## src/rtl/mma_mem.sv

```systemverilog
// Single-port-write, single-port-read synchronous RAM with registered read data.
`default_nettype none

module mma_mem #(
   parameter int DEPTH = 64,
   parameter int WIDTH = 32
) (
   input  wire logic                     clock,
   input  wire logic                     wr_en,
   input  wire logic [$clog2(DEPTH)-1:0] wr_addr,
   input  wire logic [WIDTH-1:0]         wr_data,
   input  wire logic [$clog2(DEPTH)-1:0] rd_addr,
   output logic      [WIDTH-1:0]         rd_data
);

   logic [WIDTH-1:0] mem_ff [DEPTH];

   // Write one word
   always_ff @(posedge clock) begin
      if (wr_en) begin
         mem_ff[wr_addr] <= wr_data;
      end
   end

   // Read one word into the registered read data
   always_ff @(posedge clock) begin
      rd_data <= mem_ff[rd_addr];
   end

endmodule

`default_nettype wire

```

## config.mk

```make
export PLATFORM = sky130hd
export DESIGN_NAME = mma_mem
export DESIGN_NICKNAME = d
export VERILOG_FILES = /design/src/rtl/mma_mem.sv
export SDC_FILE = /design/constraint.sdc
export NUM_CORES = 2
export LEC_CHECK = 0
export BUFFER_PORTS_ARGS = -buffer_cell sky130_fd_sc_hd__clkbuf_2
export CORE_AREA = 2 2 515 517
export DETAILED_ROUTE_END_ITERATION = 10
export DIE_AREA = 0 0 517 519
export SYNTH_ARGS = -nofsm -noshare
export SYNTH_HDL_FRONTEND = slang
export SYNTH_SLANG_ARGS = --single-unit
export TNS_END_PERCENT = 1
```

## constraint.sdc

```tcl
create_clock -name clock -period 5.2 [get_ports clock]
set_clock_uncertainty 0.1 [all_clocks]
set_input_delay 1.04 -clock clock [delete_from_list [all_inputs] [get_ports clock]]
set_output_delay 1.04 -clock clock [all_outputs]
set_load 0.01 [all_outputs]
```

### Word-level counts from Yosys, hierarchy flattened

Memory sizes are Yosys's and may differ from the RTL's. A register that Yosys moved wholly into a read port is not among the register bits.
Cells that the tools add are included.

* ROM bits: 0
* bits in registers: 0
* input port bits: 46
* memory bits (writable): 2048
* memories: 1
* bits in latches: 0

* reductions and logical operators: 0
* $add $sub $neg: 0
* equal/unequal tests: 0
* shifts and indexed selects: 0
* multiply operators: 0
* order comparisons: 0
* div/mod/pow operators: 0
* bitwise gates (word level): 0
* muxes and demuxes: 2

Memories
* mem_ff: words 64, bits a word 32, rd ports 1, clocked after memory_dff 1, write ports 1, line 16 `logic [WIDTH-1:0] mem_ff [DEPTH];`

Operators with widths (number)
* two-way mux 1 bit: 2

### Logic depth before layout (Yosys ltp)

* depth after elaboration: 2
* gate-level depth with buffers: 10
* gate-level depth less buffers: 5

### Worst setup path before layout

OpenSTA, ideal clock, no wires.

* path kind: input to register
* from: input port wr_addr[3]
* to: memory mem_ff[48][0], enable pin
* required time: 4.639 ns
* stages: 4
* setup time: 0.461 ns
* arrival time: 3.739 ns
* path slack: 0.900 ns
* path buffers: 1
* cell sequence: clkbuf_1 > nor2b_1 > nand4b_1 > nor3_1

RTL lines
* from (decl): line 10 `input wire logic [$clog2(DEPTH)-1:0] wr_addr,`
* to (decl): line 16

Straight into the memory's write port.

==> flow_metrics.py <==
metrics = {
    "placed_design": {
        "placed_cells": 6944,
        "port_buffers": 77,
        "gp_congestion": 0.7842,
        "hpwl_um": 117200,
    },
    "yosys": {
        "syn-cell-area_sq_um": 78520,
        "synth_ff_type": "edfxtp_1",
        "ys_seq_area_frac": 0.7914,
        "synth_edf_count": 2048,
        "ys_seq_elements": 2080,
        "synth_area_per_cell_sq_um": 23.62,
        "yosysWarnings": 0,
        "syn_inst": 3324,
        "synthDistinctLibCells": 34,
        "async_flop_share": 0,
        "syn_nets": 3370,
    },
    "sta": {
        "final_hold_viol_count": 0,
        "clock.fmax_mhz": 299.9,
        "setup-tns-final_ns": 0,
        "timing.final.crit_share": 0.6413,
        "rsz0062_at_grt": "false",
        "worstMarginPinSlew_ns": 1.199,
        "min_period_ns": 3.335,
        "finalSetupViolations": 0,
        "slew_viol_final": 0,
        "slew_headroom": 0.2008,
    },
    "route": {
        "ant_nets": 0,
        "drtIter0Drc": 4282,
        "routed_via_density": 5.037,
        "wirelength_um": 204300,
        "first_pass_iters": 5,
        "drc_errors": 0,
        "vias": 36970,
        "wl_per_cell_um": 27.83,
    },
    "clocking": {
        "post_cts_buffers": 0,
        "postCtsResizedCells": 0,
        "root_buffer": "clkbuf_16",
        "hold_buffers": 0,
        "cts_tree": "done",
        "clk_pin_slew_ns": 0.06,
        "clk_latency_ns": 0.84,
        "cts.path.max_buffers": 3,
        "cts.sinks": 2080,
        "cts_buffers": 204,
        "ctsHtreeMaxLevel": 4,
    },
    "run_status": {
        "status": "completed",
    },
    "power_and_ir_drop": {
        "power_frac_comb": 0.049,
        "p_switching_w": 0.007509,
        "switching_share": 0.2131,
        "power_w": 0.03523,
        "p_clk_frac": 0.422,
        "power_per_cell_area_nw_per_um2": 384.4,
        "ir_drop_mv": 0.3611,
        "p_leak_nw": 28.11,
        "pwr-share-seq": 0.529,
        "p_int_w": 0.02773,
    },
    "cells_and_area": {
        "layout_commonest_cell": "edfxtp_1",
        "mostFrequentLayoutCells": "edfxtp_1 (2048), mux4_2 (544), clkbuf_16 (205)",
        "final_core_util": 0.3480,
        "syn_to_final_growth_pct": 16.75,
        "final-seq-area_sq_um": 62140,
        "fin_cells": 7339,
        "layout.nets": 3663,
        "multi_input_area_sq_um": 15970,
        "final_layout_size_suffix_gt1_frac": 0.3122,
        "fillers": 24170,
    },
    "global_routing": {
        "grt_util_all_layers": 0.1504,
        "antenna_found_initial": 12,
        "grt_pass1_vias": 37280,
        "grt_pass1_wl_um": 287800,
        "grt_start_max_net_pins": 70,
        "grt_overflow_total": 0,
    },
    "floorplanning": {
        "design.die.area_sq_um": 268300,
        "fp.coreArea_sq_um": 263400,
        "std_cell_rows": 189,
        "io_pins": 78,
        "die_h_um": 519,
        "start_util": 0.2980,
        "chipWidth_um": 517,
    },
    "flow_run": {
        "max-cap-violations": 0,
    },
    "worst_setup_path": {
        "worstReg2RegEnd": "rd_data[3]$_DFF_P_",
        "timing_worst_setup_path_type": "input pin to flip-flop",
        "cp-end-kind": "flip-flop",
        "worstSetupStartpointType": "input pin",
        "crit_arrival_ns": 3.91,
        "worstSetupStartpoint": "rd_addr[0]",
        "worstPathMaxFanout": 32,
        "worstReg2RegStart": "mem_ff[55][3]$_DFFE_PP_",
        "reg2reg_slack_ns": 2.53,
        "required_ns": 5.78,
        "r2r_cells": 4,
    },
    "worst_hold_path": {
        "whs_path_depth": 1,
        "hold_path_end": "mem_ff[37][12]$_DFFE_PP_",
        "holdCritPathClass": "input pin to flip-flop",
        "hp-start": "wr_data[12]",
    },
}
[through the flow]
step / hold WS [ns] / instance area, sq um / setup WS (ns)
after floorplan: 0.5632 / 78520 / 0.9002
after global placement: 0.5994 / 84840 / 0.9470
after detailed placement: 0.6428 / 84840 / 0.9863
after CTS: 0.5489 / 91630 / 1.911
after global routing: 0.6021 / 91650 / 1.856
final: 0.6109 / 91660 / 1.865
[cells by family (layout without fill, tap and decap cells)]
| kind of cell | after synthesis | count (layout) | share of synthesized area |
|---|---|---|---|
| flops | 2080 | 2080 | 0.7914 |
| mux | 637 | 637 | 0.1679 |
| simple gates | 223 | 223 | 0.01265 |
| compound gates | 202 | 202 | 0.01673 |
| buf+inv | 182 | 650 | 0.01128 |
| other cells | 0 | 14 | 0 |
[layout make-up]
cell class | instances | area share
sequential | 2080 | 0.6779
timing repair buffer | 269 | 0.02524
tap | 3533 | 0.04822
antenna | 14 | 0.0003822
multi-input combinational | 1062 | 0.1742
clock inverter | 112 | 0.01383
clock buffer | 269 | 0.06022
[cell usage after synthesis (2+ instances only)]
cell type | instances | area [sq um]
a21oi_1 | 62 | 310.3
a22oi_1 | 12 | 90.09
a311oi_1 | 8 | 70.07
a41o_1 | 4 | 40.04
and2_1 | 2 | 12.51
and3_1 | 4 | 25.02
buf_1 | 21 | 78.83
buf_2 | 57 | 285.3
buf_4 | 25 | 187.7
buf_6 | 5 | 56.30
clkbuf_1 | 74 | 277.8
dfxtp_1 | 32 | 640.6
edfxtp_1 | 2048 | 61500
mux2i_1 | 93 | 930.9
mux4_2 | 544 | 12250
nand2_1 | 26 | 97.59
nand2b_1 | 8 | 50.05
nand3_1 | 5 | 25.02
nand3b_1 | 5 | 37.54
nand4_1 | 2 | 12.51
nor2_1 | 137 | 514.2
nor2b_1 | 15 | 93.84
nor3_1 | 7 | 35.03
o221ai_1 | 27 | 236.5
o22ai_1 | 84 | 525.5
o32ai_1 | 4 | 35.03
or3_1 | 3 | 18.77
or3b_1 | 2 | 17.52
or3b_2 | 3 | 26.28
[critical path: stages]
cell and delay [ns]:
buf_8 0.38, buf_4 0.37, mux4_2 0.57, mux4_2 0.47
o22ai_1 0.92, nor2_1 0.10
[power groups by stage]
stage                     Sequential [W]  Combinational, W  Clock [W]
after floorplan                   0.0190          0.000903          0
after global placement            0.0190           0.00172          0
after detailed placement          0.0190           0.00174          0
after CTS                         0.0187           0.00175     0.0151
after global routing              0.0187           0.00182     0.0157
final                             0.0187           0.00172     0.0149
[registers in the layout, indices dropped and copies added, names as in the netlist]
signal,cells
mem_ff,2048
rd_data,32
[worst max path at each step]
stage / to / slack (ns) / cells past startpoint
2_1_floorplan: mem_ff[48][0]$_DFFE_PP_ / 0.90 / 4
3_3_place_gp: rd_data[5]$_DFF_P_ / 0.95 / 8
3_5_place_dp: rd_data[0]$_DFF_P_ / 0.99 / 7
4_1_cts: rd_data[0]$_DFF_P_ / 1.91 / 7
5_1_grt: rd_data[7]$_DFF_P_ / 1.86 / 8
6_report: rd_data[3]$_DFF_P_ / 1.87 / 6
[metal layers]
metal	share of wire	up-vias	track usage	wire [um]
met1	0.41	20270	0.2074	84470
li1	-	14900	-	-
met3	0.068	277	0.02441	13990
met4	0.023	6	0.04046	4789
met2	0.49	1517	0.2464	101000
met5	0.00021	-	0	43
No activity file was read; power rests on OpenSTA's default activity.
