### src/rtl/mma_pkg.sv
// Shared types and constants of the matrix multiply-accumulate block.
`default_nettype none

package mma_pkg;

   // Command codes of an input word
   localparam logic [1:0] CMD_LOAD_A    = 2'd0;
   localparam logic [1:0] CMD_LOAD_B    = 2'd1;
   localparam logic [1:0] CMD_LOAD_BIAS = 2'd2;
   localparam logic [1:0] CMD_START     = 2'd3;

   // Transpose modes; the unused code acts as no transpose
   localparam logic [1:0] TMODE_NONE = 2'd0;
   localparam logic [1:0] TMODE_A_T  = 2'd1;
   localparam logic [1:0] TMODE_B_T  = 2'd2;

   // Register numbers on the APB port (byte address is 4 times this)
   localparam logic [2:0] REG_ROWS_N    = 3'd0;
   localparam logic [2:0] REG_INNER_K   = 3'd1;
   localparam logic [2:0] REG_COLS_M    = 3'd2;
   localparam logic [2:0] REG_TRANSPOSE = 3'd3;
   localparam logic [2:0] REG_ADD_BIAS  = 3'd4;

   localparam int ELEM_W     = 32;
   localparam int ROWCOL_W   = 3;
   localparam int INDEX_W    = 6;
   localparam int CSR_ADDR_W = 5;
   localparam int CSR_DATA_W = 32;

   typedef struct packed {
      logic [1:0]                cmd;
      logic [INDEX_W-1:0]        index;
      logic signed [ELEM_W-1:0]  value;
   } mma_req_type;

   typedef struct packed {
      logic [ROWCOL_W-1:0]       row;
      logic [ROWCOL_W-1:0]       col;
      logic signed [ELEM_W-1:0]  result_value;
      logic                      saturated;
      logic                      last;
   } mma_rsp_type;

   typedef struct packed {
      logic [3:0] rows_n;
      logic [3:0] inner_k;
      logic [3:0] cols_m;
      logic [1:0] transpose_mode;
      logic       add_bias;
   } mma_cfg_type;

   // Control that travels with each multiply-accumulate step
   typedef struct packed {
      logic                valid;
      logic                first;
      logic                last_t;
      logic                last_elem;
      logic [ROWCOL_W-1:0] row;
      logic [ROWCOL_W-1:0] col;
   } mma_tag_type;

endpackage

`default_nettype wire

### src/rtl/mma_mac.sv
// Multiply-accumulate pipeline with bias preload, floor shift and saturation.
`default_nettype none

module mma_mac #(
   parameter int MAX_DIM   = 8,
   parameter int FRAC_BITS = 16
) (
   input  wire logic                               clock,
   input  wire logic                               reset,
   input  wire logic                               add_bias,
   input  wire mma_pkg::mma_tag_type               tag,
   input  wire logic signed [mma_pkg::ELEM_W-1:0]  a_rd,
   input  wire logic signed [mma_pkg::ELEM_W-1:0]  b_rd,
   input  wire logic signed [mma_pkg::ELEM_W-1:0]  c_rd,
   output logic                                    rsp_valid,
   output mma_pkg::mma_rsp_type                    rsp_data
);
   import mma_pkg::*;

   localparam int PROD_W = 2 * ELEM_W;
   localparam int ACC_W  = PROD_W + $clog2(MAX_DIM) + 1;

   mma_tag_type              tag1_ff, tag2_ff, tag3_ff;
   logic signed [PROD_W-1:0] prod_ff, prod_in;
   logic signed [ACC_W-1:0]  bterm_ff, bterm_in;
   logic signed [ACC_W-1:0]  acc_ff, acc_in;
   logic signed [ACC_W-1:0]  shifted;
   logic                     fits;
   logic                     rsp_valid_ff, rsp_valid_in;
   mma_rsp_type              rsp_data_ff, rsp_data_in;

   // Multiply the operands; scale the bias to the product's binary point
   assign prod_in  = PROD_W'(a_rd) * PROD_W'(b_rd);
   assign bterm_in = add_bias ? (ACC_W'(c_rd) <<< FRAC_BITS) : '0;

   // Start each element from the bias term, else keep summing
   always_comb begin
      acc_in = acc_ff;
      if (tag2_ff.valid) begin
         acc_in = (tag2_ff.first ? bterm_ff : acc_ff) + ACC_W'(prod_ff);
      end
   end

   // Shift down to Q16.16 and clip to 32 bits
   assign shifted = acc_ff >>> FRAC_BITS;
   assign fits    = (&shifted[ACC_W-1:ELEM_W-1]) || !(|shifted[ACC_W-1:ELEM_W-1]);

   always_comb begin
      rsp_valid_in          = tag3_ff.valid && tag3_ff.last_t;
      rsp_data_in.row       = tag3_ff.row;
      rsp_data_in.col       = tag3_ff.col;
      rsp_data_in.last      = tag3_ff.last_elem;
      rsp_data_in.saturated = !fits;
      if (fits) begin
         rsp_data_in.result_value = shifted[ELEM_W-1:0];
      end else if (shifted[ACC_W-1]) begin
         rsp_data_in.result_value = {1'b1, {(ELEM_W-1){1'b0}}};
      end else begin
         rsp_data_in.result_value = {1'b0, {(ELEM_W-1){1'b1}}};
      end
   end

   // Advance the step tags alongside the data
   always_ff @(posedge clock) begin
      if (reset) begin
         tag1_ff      <= '0;
         tag2_ff      <= '0;
         tag3_ff      <= '0;
         rsp_valid_ff <= 1'b0;
      end else begin
         tag1_ff      <= tag;
         tag2_ff      <= tag1_ff;
         tag3_ff      <= tag2_ff;
         rsp_valid_ff <= rsp_valid_in;
      end
   end

   always_ff @(posedge clock) begin
      prod_ff     <= prod_in;
      bterm_ff    <= bterm_in;
      acc_ff      <= acc_in;
      rsp_data_ff <= rsp_data_in;
   end

   assign rsp_valid = rsp_valid_ff;
   assign rsp_data  = rsp_data_ff;

endmodule

`default_nettype wire

### config.mk
export PLATFORM = sky130hd
export DESIGN_NAME = mma_mac
export DESIGN_NICKNAME = d
export VERILOG_FILES = /design/src/rtl/mma_pkg.sv /design/src/rtl/mma_mac.sv
export SDC_FILE = /design/constraint.sdc
export NUM_CORES = 2
export LEC_CHECK = 0
export ABC_AREA = 1
export BUFFER_PORTS_ARGS = -buffer_cell sky130_fd_sc_hd__buf_2
export CAP_MARGIN = 20
export CORE_MARGIN = 3
export CORE_UTILIZATION = 65
export CTS_CLUSTER_SIZE = 40
export DETAILED_ROUTE_END_ITERATION = 12
export GPL_TIMING_DRIVEN = 0
export MAX_ROUTING_LAYER = met4
export PLACE_DENSITY = 0.89
export SYNTH_ARGS = -nofsm -noshare
export SYNTH_HDL_FRONTEND = slang
export SYNTH_SLANG_ARGS = --single-unit
### constraint.sdc
create_clock -name clock -period 17.39 [get_ports clock]
set_clock_uncertainty 0.2 [all_clocks]
set_input_delay 0.8695 -clock clock [delete_from_list [all_inputs] [get_ports clock]]
set_output_delay 0.8695 -clock clock [all_outputs]
set_load 0.05 [all_outputs]
* Word level (Yosys, flattened, before mapping)
Index checks and enable logic that the tools add are counted.
** Word-level totals
- Register bits after elaboration :: 250
- Logic and storage cells :: 38
- Input port bits :: 109
** Cells by class
- Muxes and demuxes :: 3
- Add/sub/neg operators :: 1
- Multiply operators :: 1
- Reduce and logical (&&, ||, !) cells :: 6
** Operators with widths (number)
- adder 68 x 64 -> 68 bit :: 1
- 2-to-1 mux 68 bit :: 1
- multiplier 32 x 32 -> 64 bit :: 1
- 2-to-1 mux 32 bit :: 2
- AND reduction 21 bit :: 1
- OR reduction 21 bit :: 1
- logical NOT 1 bit :: 2
- logical AND 1 bit :: 1
- logical OR 1 bit :: 1

* Logic depth before layout (Yosys ltp)
- Depth in word-level cells :: 4
- Depth in mapped cells :: 32
- Depth with buffers taken out :: 31

* Worst setup path before layout
Ideal clock, no wire load.
- Kind :: input -> register
- From :: in a_rd[31] (netlist name)
- To :: reg prod_ff[63]
- Required time :: 17.078 ns
- Stages :: 25
- Path slack :: 9.544 ns
- Arrival :: 7.534 ns
- Cell sequence :: clkbuf_1 > nand2_1 > inv_1 > fa_1 > inv_1 > fa_1 > inv_1 > fa_1 > fa_1 > inv_1 > fa_1 > inv_1 > fa_1 > inv_1 > fa_1 > inv_1 > fa_1 > ha_1 > nand2_1 > nor2_1 > nand2_1 > nor4_2 > a21oi_1 > nand2_1 > nand2_1
** On the way
- Longest elaborated chain between the ends :: 1
** Ends and longest elaborated chain
- start: declaration :: RTL line mma_mac.sv:12 : input wire logic signed [mma_pkg::ELEM_W-1:0] a_rd,
- multiplier 32 x 32 -> 64 bit :: RTL line mma_mac.sv:33 : assign prod_in = PROD_W'(a_rd) * PROD_W'(b_rd);
- via prod_in[63] :: RTL line mma_mac.sv:24 : logic signed [PROD_W-1:0] prod_ff, prod_in;
- end signal: assignment :: RTL line mma_mac.sv:79 : prod_ff <= prod_in;
- end: declaration :: RTL line mma_mac.sv:24
The timed path passes the listed nets, and every way through them passes these cells.
A chain may end at the register's enable or synchronous reset.

* Worst setup path in the final report
- From :: in a_rd[31] (netlist name)
- To :: reg prod_ff[56]
The elaborated chain is that of the path after synthesis.

==> flow_summary.json <==
{
  "synth_flop_cell": "dfxtp_1",
  "netlist_instances": 6755,
  "timing.reg2reg.setup_slack_ns": 12.15,
  "clkLatencyLatePin_ns": 0.56,
  "grt_pass1_vias": 47630,
  "seqCellArea_sq_um": 5369,
  "yosys_warnings": 0,
  "startpoint_type": "input port",
  "hp-class": "flip-flop to flip-flop",
  "final_nets": 8398,
  "grt_max_degree": 56,
  "cts_setup_buffers": 0,
  "port_buffers": 148,
  "root_buffer": "clkbuf_16",
  "antenna_left": 0,
  "worst_pin_slew_ns": 1.346,
  "drt_iter0_drc": 6005,
  "r2r_end": "acc_ff[60]",
  "holdPathStages": 0,
  "hold_end": "rsp_data[36]",
  "rows": 102,
  "setup_viol_count_final": 0,
  "fin_tns_setup_ns": 0,
  "vias": 46600,
  "cts_made_buffers": 24,
  "syn_to_final_growth_pct": 6.407,
  "ctsResizeCount": 0,
  "netlist_area_sq_um": 51280,
  "ys_seq_area_frac": 0.1046,
  "clockBufferDepth": 3,
  "dr.pass1.iters": 9,
  "rr_worst_depth": 14,
  "synth_area_per_cell_sq_um": 7.592,
  "gr-total-overflow": 0,
  "critPathMaxFanout": 11,
  "end_kind": "flip-flop",
  "drive_gt1_frac": 0.04532,
  "ys_ff_latch": 234,
  "die_x_um": 286.9,
  "synth_edf_count": 68,
  "synthArstFlopShare": 0,
  "final_max_slew_viol_count": 0,
  "final-hold-violation-count": 0,
  "fmax_mhz": 100.7,
  "multiInputGateArea_sq_um": 37590,
  "crit-reg2reg-launch": "tag2_ff[8]",
  "totalWireLength_um": 200500,
  "fin_crit_sh": 0.5708,
  "critPathArrivalTime_ns": 10.15,
  "antenna_found_initial": 14,
  "required_ns": 17.62,
  "gp_congestion": 1.094,
  "run_status": "finished clean",
  "coreArea_sq_um": 77850,
  "start_util": 0.6587,
  "htreeDepth": 1,
  "fillers": 6210,
  "dieArea_sq_um": 82300,
  "drc": 0,
  "track_usage": 0.5112,
  "max_slew_margin": 0.1030,
  "io_pins": 150,
  "clk_pin_slew_ns": 0.07,
  "cts_tree": "built",
  "synthesis.nets": 8198,
  "routed_via_density": 5.802,
  "wl_per_cell_um": 24.96,
  "grt_pass1_wl_um": 294400,
  "synth_cell_types": 38,
  "min_from": "rsp_data_in[36]",
  "rsz0062_at_grt": "false",
  "chipHeight_um": 286.9,
  "maxCapViolCount": 0,
  "dpl.hpwl_um": 167700,
  "cts_sinks": 234,
  "critical_path_class": "input port to flip-flop",
  "period_minus_slack_ns": 9.927,
  "cts_hold_buffers": 0
}
## cell usage after synthesis, types with 8 or more instances
master | number | area share
nor4_1 | 13 | 0.0016
edfxtp_1 | 68 | 0.040
xor2_1 | 66 | 0.011
or2_2 | 8 | 0.00098
nand3_1 | 125 | 0.012
clkbuf_1 | 204 | 0.015
nor2_1 | 339 | 0.025
dfxtp_1 | 166 | 0.065
a21oi_1 | 142 | 0.014
fa_1 | 1083 | 0.42
inv_1 | 1998 | 0.15
ha_1 | 251 | 0.061
o21bai_1 | 36 | 0.0053
nand2_2 | 30 | 0.0037
mux2_2 | 31 | 0.0068
nand4_1 | 46 | 0.0056
o21ai_0 | 76 | 0.0074
xnor2_1 | 9 | 0.0015
nor3_1 | 16 | 0.0016
nand2_1 | 2000 | 0.15
## cell type report
type                       instances  share of cell area
clock inverter                    10            0.001880
clock buffer                      33             0.01236
buffer                           215             0.01516
timing repair buffer             174             0.02114
tap                             1040             0.02385
sequential                       234             0.09839
multi-input combinational       4308              0.6889
inverter                        1998              0.1374
antenna                           20           0.0009172
## worst max-delay path: stages
cell and delay, ns:
buf_2 0.11, clkbuf_1 0.84, nand2_1 0.20, inv_1 0.20, fa_1 0.47, fa_1 0.50
fa_1 1.10, fa_1 0.99, inv_1 0.51, fa_1 0.66, inv_1 0.08, fa_1 0.53
inv_1 0.05, fa_1 0.51, inv_1 0.07, fa_1 0.45, ha_1 0.40, nand2_1 0.12
nor2_1 0.14, inv_1 0.10, nor3_1 0.40, nand2_1 0.24, nor3_1 0.18, nand2_1 0.19
nand4_1 0.13, nand2_1 0.08
## cell usage in the layout (no fill, tap or decap), drive strengths merged
cell type / n
a21o: 4
a21oi: 146
and2: 3
buf: 185
bufinv: 1
clkbuf: 237
clkinv: 3
clkinvlp: 2
dfxtp: 166
diode: 20
edfxtp: 68
fa: 1083
ha: 251
inv: 2002
mux2: 31
nand2: 2031
nand3: 129
nand3b: 2
nand4: 46
nor2: 348
nor3: 19
nor4: 14
o211ai: 1
o21a: 1
o21ai: 80
o21bai: 36
or2: 8
xnor2: 9
xor2: 66
## kinds of logic (layout without fill, tap and decap cells)
| family | count (synthesis) | count (layout) | share of synthesized area |
|---|---|---|---|
| AOI/OAI and AO/OA | 268 | 268 | 0.02879 |
| buffers and inverters | 2213 | 2430 | 0.1624 |
| and+or+nand+nor | 2600 | 2600 | 0.2006 |
| xor gates and xnor gates | 75 | 75 | 0.01281 |
| muxes | 31 | 31 | 0.006807 |
| DFF | 234 | 234 | 0.1046 |
| other | 0 | 20 | 0 |
| adders and majority gates | 1334 | 1334 | 0.4840 |
## metrics by stage
stage	utilization	area (sq um)	cells	setup slack, ns	hold slack [ns]
2_1_floorplan	-	51280	6755	9.544	0.1096
3_3_place_gp	0.6850	53320	7943	7.451	0.1122
3_5_place_dp	0.6866	53460	7949	7.300	0.1132
4_1_cts	0.6966	54230	7992	7.836	0.1304
5_1_grt	0.7007	54550	8026	7.255	0.1381
6_report	0.7009	54570	8032	7.463	0.1351
## metal layers
layer | part of all wire | track usage | up-vias
met2 | 0.41 | 0.7130 | 3735
met1 | 0.35 | 0.6305 | 22200
li1 | - | - | 19500
met5 | 0 | - | -
met4 | 0.089 | 0.3254 | 0
met3 | 0.15 | 0.1849 | 1163
## registers in the layout, indices dropped and copies added (netlist names)
name / count
acc_ff: 68
prod_ff: 64
rsp_data: 40
bterm_ff: 32
tag1_ff: 10
tag2_ff: 10
rsp_data_in: 7
tag3_ff: 2
rsp_valid: 1
## worst max-delay path by stage
stage	start	end	slack, ns
2_1_floorplan	a_rd[31]	prod_ff[63]	9.54
3_3_place_gp	a_rd[31]	prod_ff[56]	7.45
3_5_place_dp	a_rd[31]	prod_ff[56]	7.30
4_1_cts	a_rd[31]	prod_ff[56]	7.84
5_1_grt	a_rd[31]	prod_ff[56]	7.25
6_report	a_rd[31]	prod_ff[56]	7.46
Power is not shown: default switching activity piles up to over one toggle a cycle in this logic, so the estimate is an artifact.
