[src/rtl/mma_pkg.sv]
// Shared types and constants of the matrix multiply-accumulate block.
`default_nettype none

package mma_pkg;

   // Command codes of an input word
   localparam logic [1:0] CMD_LOAD_A    = 2'd0;
   localparam logic [1:0] CMD_LOAD_B    = 2'd1;
   localparam logic [1:0] CMD_LOAD_BIAS = 2'd2;
   localparam logic [1:0] CMD_START     = 2'd3;

   // Transpose modes; the unused code acts as no transpose
   localparam logic [1:0] TMODE_NONE = 2'd0;
   localparam logic [1:0] TMODE_A_T  = 2'd1;
   localparam logic [1:0] TMODE_B_T  = 2'd2;

   // Register numbers on the APB port (byte address is 4 times this)
   localparam logic [2:0] REG_ROWS_N    = 3'd0;
   localparam logic [2:0] REG_INNER_K   = 3'd1;
   localparam logic [2:0] REG_COLS_M    = 3'd2;
   localparam logic [2:0] REG_TRANSPOSE = 3'd3;
   localparam logic [2:0] REG_ADD_BIAS  = 3'd4;

   localparam int ELEM_W     = 32;
   localparam int ROWCOL_W   = 3;
   localparam int INDEX_W    = 6;
   localparam int CSR_ADDR_W = 5;
   localparam int CSR_DATA_W = 32;

   typedef struct packed {
      logic [1:0]                cmd;
      logic [INDEX_W-1:0]        index;
      logic signed [ELEM_W-1:0]  value;
   } mma_req_type;

   typedef struct packed {
      logic [ROWCOL_W-1:0]       row;
      logic [ROWCOL_W-1:0]       col;
      logic signed [ELEM_W-1:0]  result_value;
      logic                      saturated;
      logic                      last;
   } mma_rsp_type;

   typedef struct packed {
      logic [3:0] rows_n;
      logic [3:0] inner_k;
      logic [3:0] cols_m;
      logic [1:0] transpose_mode;
      logic       add_bias;
   } mma_cfg_type;

   // Control that travels with each multiply-accumulate step
   typedef struct packed {
      logic                valid;
      logic                first;
      logic                last_t;
      logic                last_elem;
      logic [ROWCOL_W-1:0] row;
      logic [ROWCOL_W-1:0] col;
   } mma_tag_type;

endpackage

`default_nettype wire

[src/rtl/mma_seq.sv]
// Step sequencer: walks rows, columns and inner index and forms store addresses.
`default_nettype none

module mma_seq #(
   parameter int MAX_DIM = 8
) (
   input  wire logic                                 clock,
   input  wire logic                                 reset,
   input  wire logic                                 go,
   input  wire logic                                 done,
   input  wire mma_pkg::mma_cfg_type                 cfg,
   output logic                                      busy,
   output mma_pkg::mma_tag_type                      tag,
   output logic [$clog2(MAX_DIM*MAX_DIM)-1:0]        a_addr,
   output logic [$clog2(MAX_DIM*MAX_DIM)-1:0]        b_addr,
   output logic [$clog2(MAX_DIM*MAX_DIM)-1:0]        c_addr
);
   import mma_pkg::*;

   localparam int CNT_W  = $clog2(MAX_DIM);
   localparam int DIM_W  = $clog2(MAX_DIM + 1);
   localparam int ADDR_W = $clog2(MAX_DIM * MAX_DIM);

   // Zero acts as one, anything above the maximum as the maximum
   function automatic logic [DIM_W-1:0] clamp_dim(input logic [3:0] d);
      logic [DIM_W-1:0] r;
      if (d == 4'd0) begin
         r = DIM_W'(1);
      end else if (d > 4'(MAX_DIM)) begin
         r = DIM_W'(MAX_DIM);
      end else begin
         r = DIM_W'(d);
      end
      return r;
   endfunction

   logic             run_ff, run_in;
   logic             busy_ff, busy_in;
   logic [CNT_W-1:0] i_ff, i_in;
   logic [CNT_W-1:0] j_ff, j_in;
   logic [CNT_W-1:0] t_ff, t_in;

   logic [DIM_W-1:0] n_dim, k_dim, m_dim;
   logic             t_end, j_end, i_end;
   logic             a_trans, b_trans;

   assign n_dim = clamp_dim(cfg.rows_n);
   assign k_dim = clamp_dim(cfg.inner_k);
   assign m_dim = clamp_dim(cfg.cols_m);

   assign t_end = (t_ff == CNT_W'(k_dim - DIM_W'(1)));
   assign j_end = (j_ff == CNT_W'(m_dim - DIM_W'(1)));
   assign i_end = (i_ff == CNT_W'(n_dim - DIM_W'(1)));

   assign a_trans = (cfg.transpose_mode == TMODE_A_T);
   assign b_trans = (cfg.transpose_mode == TMODE_B_T);

   // Advance the inner index, then the column, then the row
   always_comb begin
      run_in  = run_ff;
      busy_in = busy_ff;
      i_in    = i_ff;
      j_in    = j_ff;
      t_in    = t_ff;
      if (go) begin
         run_in  = 1'b1;
         busy_in = 1'b1;
         i_in    = '0;
         j_in    = '0;
         t_in    = '0;
      end else begin
         if (run_ff) begin
            if (!t_end) begin
               t_in = t_ff + CNT_W'(1);
            end else begin
               t_in = '0;
               if (!j_end) begin
                  j_in = j_ff + CNT_W'(1);
               end else begin
                  j_in = '0;
                  if (!i_end) begin
                     i_in = i_ff + CNT_W'(1);
                  end else begin
                     run_in = 1'b0;
                  end
               end
            end
         end
         if (done) begin
            busy_in = 1'b0;
         end
      end
   end

   always_ff @(posedge clock) begin
      if (reset) begin
         run_ff  <= 1'b0;
         busy_ff <= 1'b0;
         i_ff    <= '0;
         j_ff    <= '0;
         t_ff    <= '0;
      end else begin
         run_ff  <= run_in;
         busy_ff <= busy_in;
         i_ff    <= i_in;
         j_ff    <= j_in;
         t_ff    <= t_in;
      end
   end

   assign busy = busy_ff;

   // Tag the current step
   always_comb begin
      tag.valid     = run_ff;
      tag.first     = (t_ff == '0);
      tag.last_t    = t_end;
      tag.last_elem = t_end && j_end && i_end;
      tag.row       = ROWCOL_W'(i_ff);
      tag.col       = ROWCOL_W'(j_ff);
   end

   // Row-major addresses of the operands and the bias entry
   always_comb begin
      if (a_trans) begin
         a_addr = ADDR_W'(t_ff) * ADDR_W'(n_dim) + ADDR_W'(i_ff);
      end else begin
         a_addr = ADDR_W'(i_ff) * ADDR_W'(k_dim) + ADDR_W'(t_ff);
      end
      if (b_trans) begin
         b_addr = ADDR_W'(j_ff) * ADDR_W'(k_dim) + ADDR_W'(t_ff);
      end else begin
         b_addr = ADDR_W'(t_ff) * ADDR_W'(m_dim) + ADDR_W'(j_ff);
      end
      c_addr = ADDR_W'(i_ff) * ADDR_W'(m_dim) + ADDR_W'(j_ff);
   end

endmodule

`default_nettype wire

[config.mk]
export PLATFORM = sky130hd
export DESIGN_NAME = mma_seq
export DESIGN_NICKNAME = d
export VERILOG_FILES = /design/src/rtl/mma_pkg.sv /design/src/rtl/mma_seq.sv
export SDC_FILE = /design/constraint.sdc
export NUM_CORES = 1
export LEC_CHECK = 0
export BUFFER_PORTS_ARGS = -buffer_cell sky130_fd_sc_hd__buf_2
export CORE_MARGIN = 10
export CORE_UTILIZATION = 47
export DETAILED_ROUTE_END_ITERATION = 8
export PLACE_DENSITY = 0.69
export SLEW_MARGIN = 40
export SYNTH_ARGS = -nofsm -noshare
export SYNTH_HDL_FRONTEND = slang
export SYNTH_SLANG_ARGS = --single-unit
[constraint.sdc]
create_clock -name clock -period 5.3 [get_ports clock]
set_clock_uncertainty 0.1 [all_clocks]
set_input_delay 1.06 -clock clock [delete_from_list [all_inputs] [get_ports clock]]
set_output_delay 1.06 -clock clock [all_outputs]
set_load 0.005 [all_outputs]
# --- Yosys cells after proc, flatten, opt, wreduce, memory -nomap -nowiden ---
# Cells that the tools add are included.
totals:
  out_inout_bits: 29
  regBits: 11
  inputBits: 19
  elab_cells: 57
op_classes:
  muxes: 17
  n_lt_le_gt_ge: 3
  eq_ne: 5
  bitwise_logic: 1
  n_reduce_logical: 10
  mul: 5
  n_addsub: 11
op_table:
  columns: ["op", "n"]
  rows:
  - ["$add 6x3->6", 5]
  - ["$mul 3x4->6", 5]
  - ["$mux 4", 6]
  - ["$gt 4x4->1 const B", 3]
  - ["$logic_not 4->1", 3]
  - ["$mux 6", 2]
  - ["$add 3x1->3 const B", 3]
  - ["$eq 3x3->1", 3]
  - ["$sub 3x1->3 const B", 3]
  - ["$mux 1", 7]
  - ["$mux 3", 2]
  - ["$reduce_and 4->1", 1]
  - ["$logic_not 3->1", 1]
  - ["$eq 2x1->1 const B", 1]
  - ["$eq 2x2->1 const B", 1]
  - ["$logic_and 1x1->1", 2]
  - ["$reduce_and 2->1", 1]
  - ["$reduce_bool 2->1", 1]
  - ["$reduce_or 2->1", 1]
  - ["$not 1->1", 1]

# --- Depth between registers and ports, before layout ---
# Gate-level depths: netlist of the first run.
depth:
  ltp_word: 10
  ltp_mapped: 14
  ltp_nobuf: 14

# --- Worst setup path before layout of the first run ---
# OpenSTA, ideal clock, no wires.
synth_timing:
  kind: "in2out"
  from: "input port cfg[10] (netlist bit)"
  to: "output port a_addr[5]"
  slack_ps: 490
  path_stages: 13
  required_ps: 4140
  n_path_buf: 1
  t_arrival_ps: 3650
  cell_sequence: "buf_1 -> nor2b_1 -> nand2_1 -> fa_1 -> inv_1 -> fa_1 -> inv_1 -> fa_1 -> inv_1 -> a21o_1 -> a21oi_1 -> xnor2_1 -> mux2i_1"
synth_via:
  elab_chain_len: 6
  elab_cells_between_ends: 7
  classes_between: "1 x add/sub; 1 x mul; 1 x order compare; 3 x mux; 1 x reduce/logical"
synth_lines:
  columns: ["item", "line_no", "rtl"]
  rows:
  - ["start, declared", "mma_seq.sv:11", "input wire mma_pkg::mma_cfg_type cfg,"]
  - ["$gt 4x4->1", "mma_seq.sv:29", "end else if (d > 4'(MAX_DIM)) begin"]
  - ["$mux 4", "mma_seq.sv:29", null]
  - ["$mux 4 (*)", "mma_seq.sv:27", "if (d == 4'd0) begin"]
  - ["$mul 3x4->6 (*)", "mma_seq.sv:128", "a_addr = ADDR_W'(i_ff) * ADDR_W'(k_dim) + ADDR_W'(t_ff);"]
  - ["$add 6x3->6 (*)", "mma_seq.sv:128", null]
  - ["$mux 6 (*)", "mma_seq.sv:125", "if (a_trans) begin"]
  - ["end, declared", "mma_seq.sv:14", "output logic [$clog2(MAX_DIM*MAX_DIM)-1:0] a_addr,"]
# Every way passes the cells marked *; elsewhere a longest branch is shown, timed or not.

# --- Worst setup path in the final report of the first run ---
layout_timing:
  from: "input port cfg[6] (netlist bit)"
  to: "output port b_addr[5]"
layout_via:
  elab_chain_len: 6
  elab_cells_between_ends: 7
  classes_between: "1 x add/sub; 1 x mul; 1 x order compare; 3 x mux; 1 x reduce/logical"
layout_lines:
  columns: ["item", "line_no", "rtl"]
  rows:
  - ["$gt 4x4->1", "mma_seq.sv:29", null]
  - ["$mux 4", "mma_seq.sv:29", null]
  - ["$mux 4 (*)", "mma_seq.sv:27", null]
  - ["$mul 3x4->6 (*)", "mma_seq.sv:133", "b_addr = ADDR_W'(t_ff) * ADDR_W'(m_dim) + ADDR_W'(j_ff);"]
  - ["$add 6x3->6 (*)", "mma_seq.sv:133", null]
  - ["$mux 6 (*)", "mma_seq.sv:130", "if (b_trans) begin"]
  - ["end, declared", "mma_seq.sv:15", "output logic [$clog2(MAX_DIM*MAX_DIM)-1:0] b_addr,"]
# Marks and branches as above.

==> results.rst, run 1 <==
.. list-table::
   :header-rows: 1

   * - Metric
     - Value
   * - Number of warnings reported in the yosys synthesis log
     - 0
   * - Crit start category
     - input port
   * - First-pass detailed-route iteration total
     - 4
   * - Syn avg cell area
     - between 8 and 9 um^2
   * - Global placement routability congestion
     - around 0.83
   * - Number of instances in the synthesized netlist
     - about 340
   * - Synth top area cells
     - sky130_fd_sc_hd__ha_1, sky130_fd_sc_hd__fa_1, sky130_fd_sc_hd__dfxtp_1
   * - Synth Net Count
     - ~440
   * - TritonCTS clock tree
     - built
   * - Core ar.
     - roughly 5600 um^2
   * - EDFF count, synth
     - 0
   * - Net count, final
     - 483
   * - Worst hold slack after final layout
     - between 0.3 and 0.4 ns
   * - Share of Yosys cell area claimed by the top area cell type
     - between 20% and 30%
   * - Vias per std cell
     - approximately 5.2
   * - Register clock-pin slew on the reported worst setup and hold paths
     - about 0.05 ns
   * - Pint
     - approximately 170 uW
   * - Sequential cell area fraction in the yosys report
     - under 10%
   * - CP Capture Type
     - primary output
   * - Number of buffers inserted by port buffering
     - 46
   * - Estimated wirelength of the detail-placed design
     - just over 5000 um
   * - H-tree level count
     - 1
   * - Count of inserted antenna diode cells
     - 0
   * - Share of flip-flops with an asynchronous set or reset after synthesis
     - 0%
   * - Mean routed wirelength per cell
     - approximately 13 um
   * - Normalized max-slew margin
     - 51.3%
   * - Chip height
     - ~97 um
   * - Maximum achievable frequency
     - roughly 0.2 GHz
   * - Clock sink count
     - 11
   * - Data required, critical path
     - slightly above 4 ns
   * - # Post-CTS Setup Buffers
     - 0
   * - Die W
     - between 90 and 100 um
   * - Number of max-capacitance violations reported
     - 0
   * - DRC violations left
     - 0
   * - Final routed wirelength across all metal layers
     - 6080 um
   * - Arrival time worst endpoint
     - about 4.0 ns
   * - Largest net degree at the start of global routing
     - 13
   * - Maximum number of buffers from clock root to sink
     - 2
   * - Via Count
     - 2387
   * - Sequential fraction of design power
     - a little over a third
   * - Aggregate negative setup slack
     - 0 ns
   * - Ratio of cells with drive above 1 in the final layout
     - about a fifth
   * - Iteration-0 DRC count of the detailed router
     - between 100 and 150
   * - Number of setup violations in the final report
     - 0
   * - Transition at the pin with the smallest max-transition slack
     - between 0.7 and 0.8 ns
   * - Setup repair after global routing missed its margin
     - no
   * - Starting density of the core
     - 49.4%
   * - Maximum net fanout on the critical path
     - 11
   * - Number of primary I/O pins
     - 48
   * - Setup slack on the worst flop-to-flop path
     - between 3 and 4 ns
   * - Remaining number of nets flagged by the antenna check after routing
     - 0
   * - Post-route minimum period
     - 5.13 ns
   * - Number of distinct library cells after synthesis
     - 43
   * - Global-route wire length before repair
     - about 11000 um
   * - CP Class
     - in -> out
   * - Standard-cell row count
     - 27
   * - Cell area power density
     - roughly 77 nW/um^2
   * - GRT Util Overall
     - 13.2%
   * - Total clock buffers created by CTS
     - 3
   * - Area Overhead vs Synth
     - 13.4%
   * - Part of the total power dissipated in the clock network
     - a little over a third
   * - Via count of the first global-routing pass
     - between 2k and 2.5k
   * - Most frequent cell after synthesis
     - sky130_fd_sc_hd__ha_1
   * - Min-delay worst type
     - reg -> reg
   * - Worst-Skew Late Latency
     - 0.24 ns
   * - Most area-hungry cell type in the Yosys netlist
     - sky130_fd_sc_hd__ha_1
   * - Leakage power total
     - 0.00183 uW
   * - Final period util
     - a little under 100%
   * - Final Hold Fails
     - 0
   * - Maximum vdd drop
     - about 0.00010 V
   * - Net switching power
     - about 74 uW
   * - Power share of the combinational group
     - around 29%
   * - Clock root cell
     - sky130_fd_sc_hd__clkbuf_8
   * - Result of the run
     - finished clean
   * - Syn Std Cell Area
     - about 2800 um^2
   * - Predominant post-synthesis flop cell
     - sky130_fd_sc_hd__dfxtp_1
   * - Number of max-slew violations in the final report
     - 0
   * - GRT overflow
     - 0
   * - Full die area
     - about 9400 um^2
   * - Initial antenna violation count
     - 0
   * - Commonest cells in the synthesized netlist
     - sky130_fd_sc_hd__ha_1, sky130_fd_sc_hd__nand2_1, sky130_fd_sc_hd__inv_1, sky130_fd_sc_hd__fa_1, sky130_fd_sc_hd__xnor2_1
   * - Count of state elements after synthesis
     - 11
   * - Net switching share of the total power
     - approximately 31%
## final cells by class
class | instances | area (um^2)
fill | 552 | 2460
multi-input combinational | 270 | 2310
timing repair buffer | 54 | 290
sequential | 11 | 220
inverter | 49 | 184
tap | 72 | 90.1
clock buffer | 4 | 45.0
## through the flow
stage | setup slack, ns | power (uW) | cell area, um^2 | cells | util, %
2_1_floorplan | 0.490 | 135 | 2770 | 344 | -
3_3_place_gp | 0.164 | 156 | 3090 | 456 | 55.1
4_1_cts | 0.115 | 243 | 3130 | 460 | 55.9
5_1_grt | 0.0136 | 256 | 3140 | 460 | 56.0
6_report | 0.170 | 241 | 3140 | 460 | 56.0
3_5_place_dp | 0.115 | 157 | 3090 | 456 | 55.1
## worst max-delay path: stages
cell	delay, ns
sky130_fd_sc_hd__buf_2	0.17
sky130_fd_sc_hd__nor2b_1	0.33
sky130_fd_sc_hd__nand2_1	0.13
sky130_fd_sc_hd__fa_1	0.52
sky130_fd_sc_hd__inv_1	0.05
sky130_fd_sc_hd__fa_1	0.53
sky130_fd_sc_hd__inv_1	0.07
sky130_fd_sc_hd__fa_1	0.45
sky130_fd_sc_hd__inv_1	0.07
sky130_fd_sc_hd__a21o_1	0.10
sky130_fd_sc_hd__a21oi_1	0.07
sky130_fd_sc_hd__xnor2_1	0.19
sky130_fd_sc_hd__mux2i_1	0.10
sky130_fd_sc_hd__buf_2	0.14
## kinds of logic after synthesis
logic type	after synthesis	synth area share, %
and+or+nand+nor	104	18.0
adders and majority gates	75	39.3
buffers and inverters	63	8.94
AOI/OAI and AO/OA	50	12.3
xor gates and xnor gates	32	10.1
DFF	11	7.95
muxes	9	3.43
## sequential cells by signal, summed over array words and instances (netlist names)
| name | flops |
|---|---|
| run_ff | 1 |
| t_ff | 3 |
| busy | 1 |
| j_ff | 3 |
| i_ff | 3 |
## cell usage in the layout, fill, tap and decap left out, types with 11 or more instances in the layout
cell / instances
sky130_fd_sc_hd__nand2_1: 48
sky130_fd_sc_hd__xnor2_1: 20
sky130_fd_sc_hd__a21oi_1: 18
sky130_fd_sc_hd__ha_1: 55
sky130_fd_sc_hd__buf_2: 46
sky130_fd_sc_hd__inv_1: 47
sky130_fd_sc_hd__fa_1: 19
sky130_fd_sc_hd__dfxtp_1: 11
sky130_fd_sc_hd__nor2_1: 16
sky130_fd_sc_hd__xor2_1: 12
## power groups by stage
stage	Combinational, uW	Clock, uW	Sequential (uW)
global route	78.3	89.1	88.1
detailed placement	68.1	0	89.4
CTS	68.9	87.0	87.6
global placement	66.6	0	89.3
floorplan	47.0	0	87.6
finish	69.1	84.2	87.7
## metal layers
metal	vias up	GRT usage, %	wire [um]
met4	0	1.80	34
met1	1116	16.6	2720
li1	1215	-	-
met3	7	1.56	226
met5	-	0	0
met2	49	23.6	3100
## path summary, 6_finish.rpt
path | to | start | depth (start not counted)
setup / recovery | b_addr[5] | cfg[6] | 14
setup reg to reg | i_ff[1] | j_ff[2] | 5
hold reg to reg | busy | busy | 2
hold / removal | busy | busy | 2
## what timing repair did
item / CTS / global route
setup endpoints to repair: 0 / 2
hold buffers: 0 / 0
resized for setup: 0 / 4
(Power assumes the default switching activity.)
==> inputs of run 2 (changes only) <==
PLACE_DENSITY = default   (was 0.69)
PLACE_DENSITY_LB_ADDON = 0.2   (was default)
clock period = 5.9 ns   (was 5.3 ns; I/O delays follow)
==> run 2 against run 1 <==
Effect of this change: utilization decreased by 0.98 points; highest routed layer unchanged; largest power group unchanged; largest cell class unchanged; sequential cell count unchanged; global-route usage decreased by 0.43 points; critical endpoint is now a_addr[5]; combinational power is 14% lower; count of clock-buffer cells in the layout unchanged; sequential share of layout area up 0.12 points; critical path depth is the same; setup slack improved by 0.31 ns.
==> results.rst, run 2 (same netlist as run 1, synthesis figures left out) <==
.. list-table::
   :header-rows: 1

   * - Metric
     - Value
   * - Global-route wire length before repair
     - 10700 um (-3.1%)
   * - Worst hold path startpoint
     - busy
   * - Normalized max-slew margin
     - 52.7% (+1.4 points)
   * - Area Overhead vs Synth
     - 11.4%
   * - Total clock buffers created by CTS
     - 3 (unchanged)
   * - Core ar.
     - 5610 um^2 (unchanged)
   * - RR Startpoint
     - t_ff[2]
   * - Starting density of the core
     - 49.4% (unchanged)
   * - Aggregate negative setup slack
     - 0 ns (unchanged)
   * - Register area
     - 220 um^2 (unchanged)
   * - Hold Crit Depth
     - 2 (unchanged)
   * - Via Count
     - 2341 (-1.9%)
   * - H-tree level count
     - 1 (unchanged)
   * - GRT overflow
     - 0 (unchanged)
   * - Number of primary I/O pins
     - 48 (unchanged)
   * - Maximum number of buffers from clock root to sink
     - 2 (unchanged)
   * - Number of buffers inserted by port buffering
     - 46 (unchanged)
   * - Ratio of cells with drive above 1 in the final layout
     - 17.0% (-2.3 points)
   * - Count of inserted antenna diode cells
     - 0 (unchanged)
   * - Endpoint of the most critical register-to-register path
     - i_ff[2]
   * - Arrival time worst endpoint
     - 4.14 ns (+0.17 ns)
   * - Via count of the first global-routing pass
     - 2434 (-1.3%)
   * - Total power consumption of the routed design
     - 214 uW (-11%)
   * - Series of cell instances along the critical path
     - buf_2 > nor2b_1 > nand2_1 > fa_1 > inv_1 > fa_1 > inv_1 > fa_1 > inv_1 > a21o_1 > a21oi_1 > xnor2_1 > mux2i_1 > buf_2
   * - TritonCTS clock tree
     - built
   * - Net switching power
     - 65.6 uW (-11%)
   * - Crit-path max cell delay
     - 0.53 ns (about the same)
   * - Data required, critical path
     - 4.62 ns (+0.48 ns)
   * - Register clock-pin slew on the reported worst setup and hold paths
     - 0.05 ns (about the same)
   * - Maximum achievable frequency
     - approximately 0.18 GHz
   * - CP Class
     - in -> out
   * - Part of the total power dissipated in the clock network
     - 35.3% (+0.4 points)
   * - Number of max-slew violations in the final report
     - 0 (unchanged)
   * - Vias per std cell
     - 5.16 (-0.63%)
   * - Commonest non-fill, non-tap cell in the layout
     - sky130_fd_sc_hd__ha_1
   * - Hold buffer count at cts
     - 0 (unchanged)
   * - Worst-Skew Late Latency
     - 0.24 ns (about the same)
   * - Global placement routability congestion
     - 0.804 (-2.9%)
   * - Power share of the combinational group
     - 27.9% (-0.8 points)
   * - Most frequent cells in the layout
     - sky130_fd_sc_hd__ha_1, sky130_fd_sc_hd__nand2_1, sky130_fd_sc_hd__inv_1, sky130_fd_sc_hd__buf_2
   * - DRC violations left
     - 0 (unchanged)
   * - GRT Util Overall
     - 12.7% (-0.43 points)
   * - Full die area
     - 9370 um^2 (unchanged)
   * - CP Capture Type
     - primary output
   * - Net switching share of the total power
     - 30.6% (about the same)
   * - Largest net degree at the start of global routing
     - 16 (+3)
   * - Length in cells of the worst reg-to-reg path
     - 5 (unchanged)
   * - Endpoint with the worst hold slack
     - busy
   * - Result of the run
     - finished clean
   * - Cell area power density
     - 69.4 nW/um^2 (-9.5%)
   * - Pint
     - 149 uW (-11%)
   * - Clock root cell
     - sky130_fd_sc_hd__clkbuf_8
   * - Sequential fraction of design power
     - 36.8% (+0.4 points)
   * - Final period util
     - slightly above 90%
   * - Largest registers
     - i_ff: 3 flops, j_ff: 3 flops, t_ff: 3 flops
   * - Estimated wirelength of the detail-placed design
     - 5100 um (-1.6%)
   * - Final Hold Fails
     - 0 (unchanged)
   * - First-pass detailed-route iteration total
     - 4 (unchanged)
   * - Combined area of the multi-input logic cells
     - 2300 um^2 (-0.43%)
   * - Min-delay worst type
     - reg -> reg
   * - Number of instances resized during post-cts repair
     - 0 (unchanged)
   * - Remaining number of nets flagged by the antenna check after routing
     - 0 (unchanged)
   * - Transition at the pin with the smallest max-transition slack
     - 0.707 ns (-0.0204 ns)
   * - Die W
     - 96.8 um (unchanged)
   * - Iteration-0 DRC count of the detailed router
     - 92 (-28%)
   * - Net count, final
     - 477 (-1.2%)
   * - Leakage power total
     - 0.00180 uW (-1.9%)
   * - Maximum vdd drop
     - 0.0000989 V (-5.1%)
   * - Mean routed wirelength per cell
     - 13.3 um (+0.60%)
   * - # Post-CTS Setup Buffers
     - 0 (unchanged)
   * - Maximum net fanout on the critical path
     - 12 (+1)
   * - Number of max-capacitance violations reported
     - 0 (unchanged)
   * - Library cell contributing the largest single delay on the critical path
     - sky130_fd_sc_hd__fa_1
   * - Setup repair after global routing missed its margin
     - no
   * - Post-route minimum period
     - 5.42 ns
   * - Standard-cell row count
     - 27 (unchanged)
   * - Setup slack on the worst flop-to-flop path
     - 3.67 ns (+0.53 ns)
   * - Final routed wirelength across all metal layers
     - 6030 um (-0.71%)
   * - Crit start category
     - input port
   * - Initial antenna violation count
     - 0 (unchanged)
   * - Layout fillers
     - 570 (+3.3%)
   * - Clock sink count
     - 11 (unchanged)
   * - Number of setup violations in the final report
     - 0 (unchanged)
   * - Chip height
     - 96.8 um (unchanged)
[run 2: per-layer routing]
layer / routed length [um] / GRT usage, % / share of wire [%] / up-vias
met5: 0 / 0 / 0 / -
li1: - / - / - / 1203
met2: 2840 / 22.6 / 47 / 37
met3: 197 / 1.56 / 3.3 / 2
met1: 2990 / 16.3 / 49 / 1099
met4: 11 / 1.69 / 0.18 / 0
[run 2: layout make-up]
type | count | area share (%)
Clock buffer | 4 | 1.46
Inverter | 49 | 5.96
Multi-Input combinational cell | 270 | 74.6
Sequential cell | 11 | 7.13
Tap cell | 72 | 2.92
Timing Repair Buffer | 48 | 7.94
[run 2: through the flow]
stage | cells | worst slack [ns] | instance area (um^2) | hold slack (ns) | utilization [%]
after global placement | 450 | 0.479 | 3040 | 0.355 | 54.3
after CTS | 454 | 0.449 | 3090 | 0.374 | 55.1
after detailed placement | 450 | 0.453 | 3040 | 0.365 | 54.3
after floorplan | 344 | 0.850 | 2770 | 0.360 | -
after global routing | 454 | 0.174 | 3090 | 0.408 | 55.1
final | 454 | 0.477 | 3090 | 0.371 | 55.1
[run 2: power by group through the flow]
stage	Sequential [uW]	Combinational, uW	Clock [uW]
finish	78.9	59.7	75.7
global route	79.2	68.2	79.8
CTS	78.8	60.1	77.4
detailed placement	80.4	59.7	0
global placement	80.3	58.5	0
floorplan	78.7	42.2	0
[run 2: worst max path at each step]
| stage | start | end | slack (ns) |
|---|---|---|---|
| 6_report | cfg[10] | a_addr[5] | 0.48 |
| 3_3_place_gp | cfg[10] | a_addr[5] | 0.48 |
| 3_5_place_dp | cfg[10] | a_addr[5] | 0.45 |
| 5_1_grt | cfg[10] | b_addr[5] | 0.17 |
| 2_1_floorplan | cfg[10] | a_addr[5] | 0.85 |
| 4_1_cts | cfg[10] | a_addr[5] | 0.45 |
[run 2: worst max-delay path: cells and delay by family]
kind / cells / cell delay [ns]
compound gates: 2 / 0.17
mux: 1 / 0.09
simple gates: 2 / 0.53
xor+xnor: 1 / 0.18
fa+ha+maj: 3 / 1.48
buf+inv: 5 / 0.50
==> inputs of run 3 (changes only) <==
--- a/config.mk
+++ b/config.mk
@@ -8,7 +8,8 @@
 export BUFFER_PORTS_ARGS = -buffer_cell sky130_fd_sc_hd__buf_2
 export CORE_MARGIN = 10
-export CORE_UTILIZATION = 47
+export CORE_UTILIZATION = 40
 export DETAILED_ROUTE_END_ITERATION = 8
 export PLACE_DENSITY_LB_ADDON = 0.2
+export SETUP_SLACK_MARGIN = 0.5
 export SLEW_MARGIN = 40
 export SYNTH_ARGS = -nofsm -noshare
==> constraint.sdc (replaced) <==
create_clock -name clock -period 5.9 [get_ports clock]
set_clock_uncertainty 0.1 [all_clocks]
set_input_delay 0 -clock clock [delete_from_list [all_inputs] [get_ports clock]]
set_output_delay 0 -clock clock [all_outputs]
set_load 0.005 [all_outputs]
==> run 3 against run 2 <==
Effect of this change: final cell count up 2.0%; non-clock buffer count up 1; combinational power about the same; utilization down 9.0 points; critical path type is now reg -> out; largest cell class unchanged; count of clock-buffer cells in the layout unchanged; highest routed layer unchanged; first-iteration DRC count down 15%; sequential share of layout area down 0.057 points.
==> results.rst, run 3 (same netlist as run 1, synthesis figures left out) <==
.. list-table::
   :header-rows: 1

   * - Metric
     - Value
   * - Largest registers
     - i_ff: 3 flops, j_ff: 3 flops, t_ff: 3 flops
   * - Chip height
     - 103 um (+6.7%)
   * - Net count, final
     - 478 (+0.21%)
   * - First-pass detailed-route iteration total
     - 4 (unchanged)
   * - Setup slack on the worst flop-to-flop path
     - 3.69 ns (+0.02 ns)
   * - Number of setup violations in the final report
     - 0 (unchanged)
   * - Register clock-pin slew on the reported worst setup and hold paths
     - 0.05 ns (about the same)
   * - Total clock buffers created by CTS
     - 3 (unchanged)
   * - Clock sink count
     - 11 (unchanged)
   * - DRC violations left
     - 0 (unchanged)
   * - Normalized max-slew margin
     - 50.3% (-2.4 points)
   * - Sequential fraction of design power
     - 37.0% (+0.2 points)
   * - Post-route minimum period
     - 3.53 ns (-1.90 ns)
   * - Standard-cell row count
     - 30 (+11%)
   * - GRT Util Overall
     - 12.3% (-0.45 points)
   * - Result of the run
     - finished clean
   * - Layout fillers
     - 690 (+21%)
   * - Setup repair after global routing missed its margin
     - no
   * - Leakage power total
     - 0.00180 uW (+0.20%)
   * - Commonest non-fill, non-tap cell in the layout
     - sky130_fd_sc_hd__ha_1
   * - Estimated wirelength of the detail-placed design
     - 5080 um (-0.36%)
   * - Arrival time worst endpoint
     - 3.43 ns (-0.71 ns)
   * - H-tree level count
     - 1 (unchanged)
   * - Aggregate negative setup slack
     - 0 ns (unchanged)
   * - Iteration-0 DRC count of the detailed router
     - 78 (-15%)
   * - Hold buffer count at cts
     - 3 (+3)
   * - Maximum vdd drop
     - 0.000107 V (+8.2%)
   * - Worst-Skew Late Latency
     - 0.23 ns (about the same)
   * - Maximum number of buffers from clock root to sink
     - 2 (unchanged)
   * - Endpoint with the worst hold slack
     - run_ff
   * - Clock root cell
     - sky130_fd_sc_hd__clkbuf_8
   * - Worst hold path startpoint
     - cfg[14]
   * - Initial antenna violation count
     - 0 (unchanged)
   * - Part of the total power dissipated in the clock network
     - 34.9% (-0.4 points)
   * - Number of max-capacitance violations reported
     - 0 (unchanged)
   * - RR Startpoint
     - t_ff[2]
   * - Hold Crit Depth
     - 5 (+3)
   * - Most frequent cells in the layout
     - sky130_fd_sc_hd__ha_1, sky130_fd_sc_hd__nand2_1, sky130_fd_sc_hd__inv_1, sky130_fd_sc_hd__buf_2
   * - Cell area power density
     - 68.6 nW/um^2 (-1.1%)
   * - Power share of the combinational group
     - 28.1% (+0.2 points)
   * - Final routed wirelength across all metal layers
     - 6070 um (+0.53%)
   * - Combined area of the multi-input logic cells
     - 2300 um^2 (unchanged)
   * - Number of instances resized during post-cts repair
     - 0 (unchanged)
   * - Ratio of cells with drive above 1 in the final layout
     - 16.4% (-0.57 points)
   * - Register area
     - 220 um^2 (unchanged)
   * - Number of buffers inserted by port buffering
     - 46 (unchanged)
   * - Data required, critical path
     - 5.80 ns (+1.18 ns)
   * - Crit start category
     - register
   * - CP Class
     - reg -> out
   * - Via Count
     - 2311 (-1.3%)
   * - Maximum achievable frequency
     - 0.284 GHz (+54%)
   * - Transition at the pin with the smallest max-transition slack
     - 0.742 ns (+0.0356 ns)
   * - Final period util
     - 59.8% (-32 points)
   * - Number of primary I/O pins
     - 48 (unchanged)
   * - Maximum net fanout on the critical path
     - 15 (+3)
   * - Number of max-slew violations in the final report
     - 0 (unchanged)
   * - Pint
     - 149 uW (+0.25%)
   * - Mean routed wirelength per cell
     - 13.1 um (-1.4%)
   * - GRT overflow
     - 0 (unchanged)
   * - Largest net degree at the start of global routing
     - 16 (unchanged)
   * - CP Capture Type
     - primary output
   * - # Post-CTS Setup Buffers
     - 0 (unchanged)
   * - Length in cells of the worst reg-to-reg path
     - 5 (unchanged)
   * - Net switching power
     - 64.5 uW (-1.6%)
   * - Starting density of the core
     - 41.0% (-8.4 points)
   * - Net switching share of the total power
     - 30.2% (-0.40 points)
   * - Count of inserted antenna diode cells
     - 0 (unchanged)
   * - Global placement routability congestion
     - 0.781 (-2.8%)
   * - Vias per std cell
     - 4.99 (-3.2%)
   * - Min-delay worst type
     - in -> reg
   * - Die W
     - 103 um (+6.7%)
   * - Full die area
     - 10700 um^2 (+14%)
   * - Endpoint of the most critical register-to-register path
     - i_ff[1]
   * - Remaining number of nets flagged by the antenna check after routing
     - 0 (unchanged)
   * - Via count of the first global-routing pass
     - 2424 (-0.41%)
   * - Global-route wire length before repair
     - 10900 um (+1.2%)
   * - Core ar.
     - 6760 um^2 (+20%)
   * - Area Overhead vs Synth
     - 12.3%
   * - TritonCTS clock tree
     - built
   * - Final Hold Fails
     - 0 (unchanged)
   * - Worst hold slack after final layout
     - 0.325 ns (-0.0453 ns)
==> run 3: worst max-delay path by stage <==
| stage | from | to | slack, ns | depth (start not counted) |
|---|---|---|---|---|
| 6_report | t_ff[2] | b_addr[5] | 2.37 | 12 |
| 5_1_grt | t_ff[2] | b_addr[5] | 2.10 | 12 |
| 4_1_cts | t_ff[2] | b_addr[5] | 2.33 | 12 |
| 3_5_place_dp | t_ff[2] | b_addr[5] | 2.59 | 12 |
| 3_3_place_gp | t_ff[2] | b_addr[5] | 2.61 | 12 |
| 2_1_floorplan | t_ff[2] | b_addr[5] | 2.89 | 12 |
==> run 3: stage by stage <==
step	setup WS (ns)	instance area (um^2)	power, uW	utilization [%]	std cells
floorplan	2.89	2770	121	-	344
global placement	2.61	3040	138	45.0	456
detailed placement	2.59	3040	139	45.0	456
CTS	2.33	3110	216	46.1	463
global route	2.10	3110	229	46.1	463
finish	2.37	3110	214	46.1	463
==> run 3: power by group through the flow <==
stage | combinational (uW) | clock [uW] | sequential (uW)
5_1_grt | 69.3 | 80.8 | 79.2
3_3_place_gp | 58.1 | 0 | 80.4
6_report | 60.0 | 74.6 | 79.0
3_5_place_dp | 58.4 | 0 | 80.4
4_1_cts | 60.6 | 76.5 | 78.9
2_1_floorplan | 42.2 | 0 | 78.7
==> run 3: final cells by class <==
type / instances / area share, %
flip-flops and latches: 11 / 7.07
clock buffers: 4 / 1.45
well taps: 80 / 3.22
repair buffers: 49 / 8.36
inverters: 49 / 5.91
multi-input cells: 270 / 74.0
==> run 3: critical path, stage by stage (launching register included) <==
cell and delay [ns]:
sky130_fd_sc_hd__dfxtp_1 0.70, sky130_fd_sc_hd__nand2_1 0.16, sky130_fd_sc_hd__fa_1 0.56, sky130_fd_sc_hd__inv_1 0.05
sky130_fd_sc_hd__fa_1 0.53, sky130_fd_sc_hd__inv_1 0.07, sky130_fd_sc_hd__fa_1 0.45, sky130_fd_sc_hd__inv_1 0.07
sky130_fd_sc_hd__a21o_1 0.11, sky130_fd_sc_hd__a21oi_1 0.07, sky130_fd_sc_hd__xnor2_1 0.19, sky130_fd_sc_hd__mux2i_1 0.09
sky130_fd_sc_hd__buf_2 0.14
==> run 3: metal layers <==
layer  global-route usage (%)  part of all wire (%)  wire length, um
met3                     2.26                   4.7              287
met5                        0                     0                0
met4                     1.28                  0.20               12
met2                     21.4                    48             2900
met1                     15.9                    47             2870
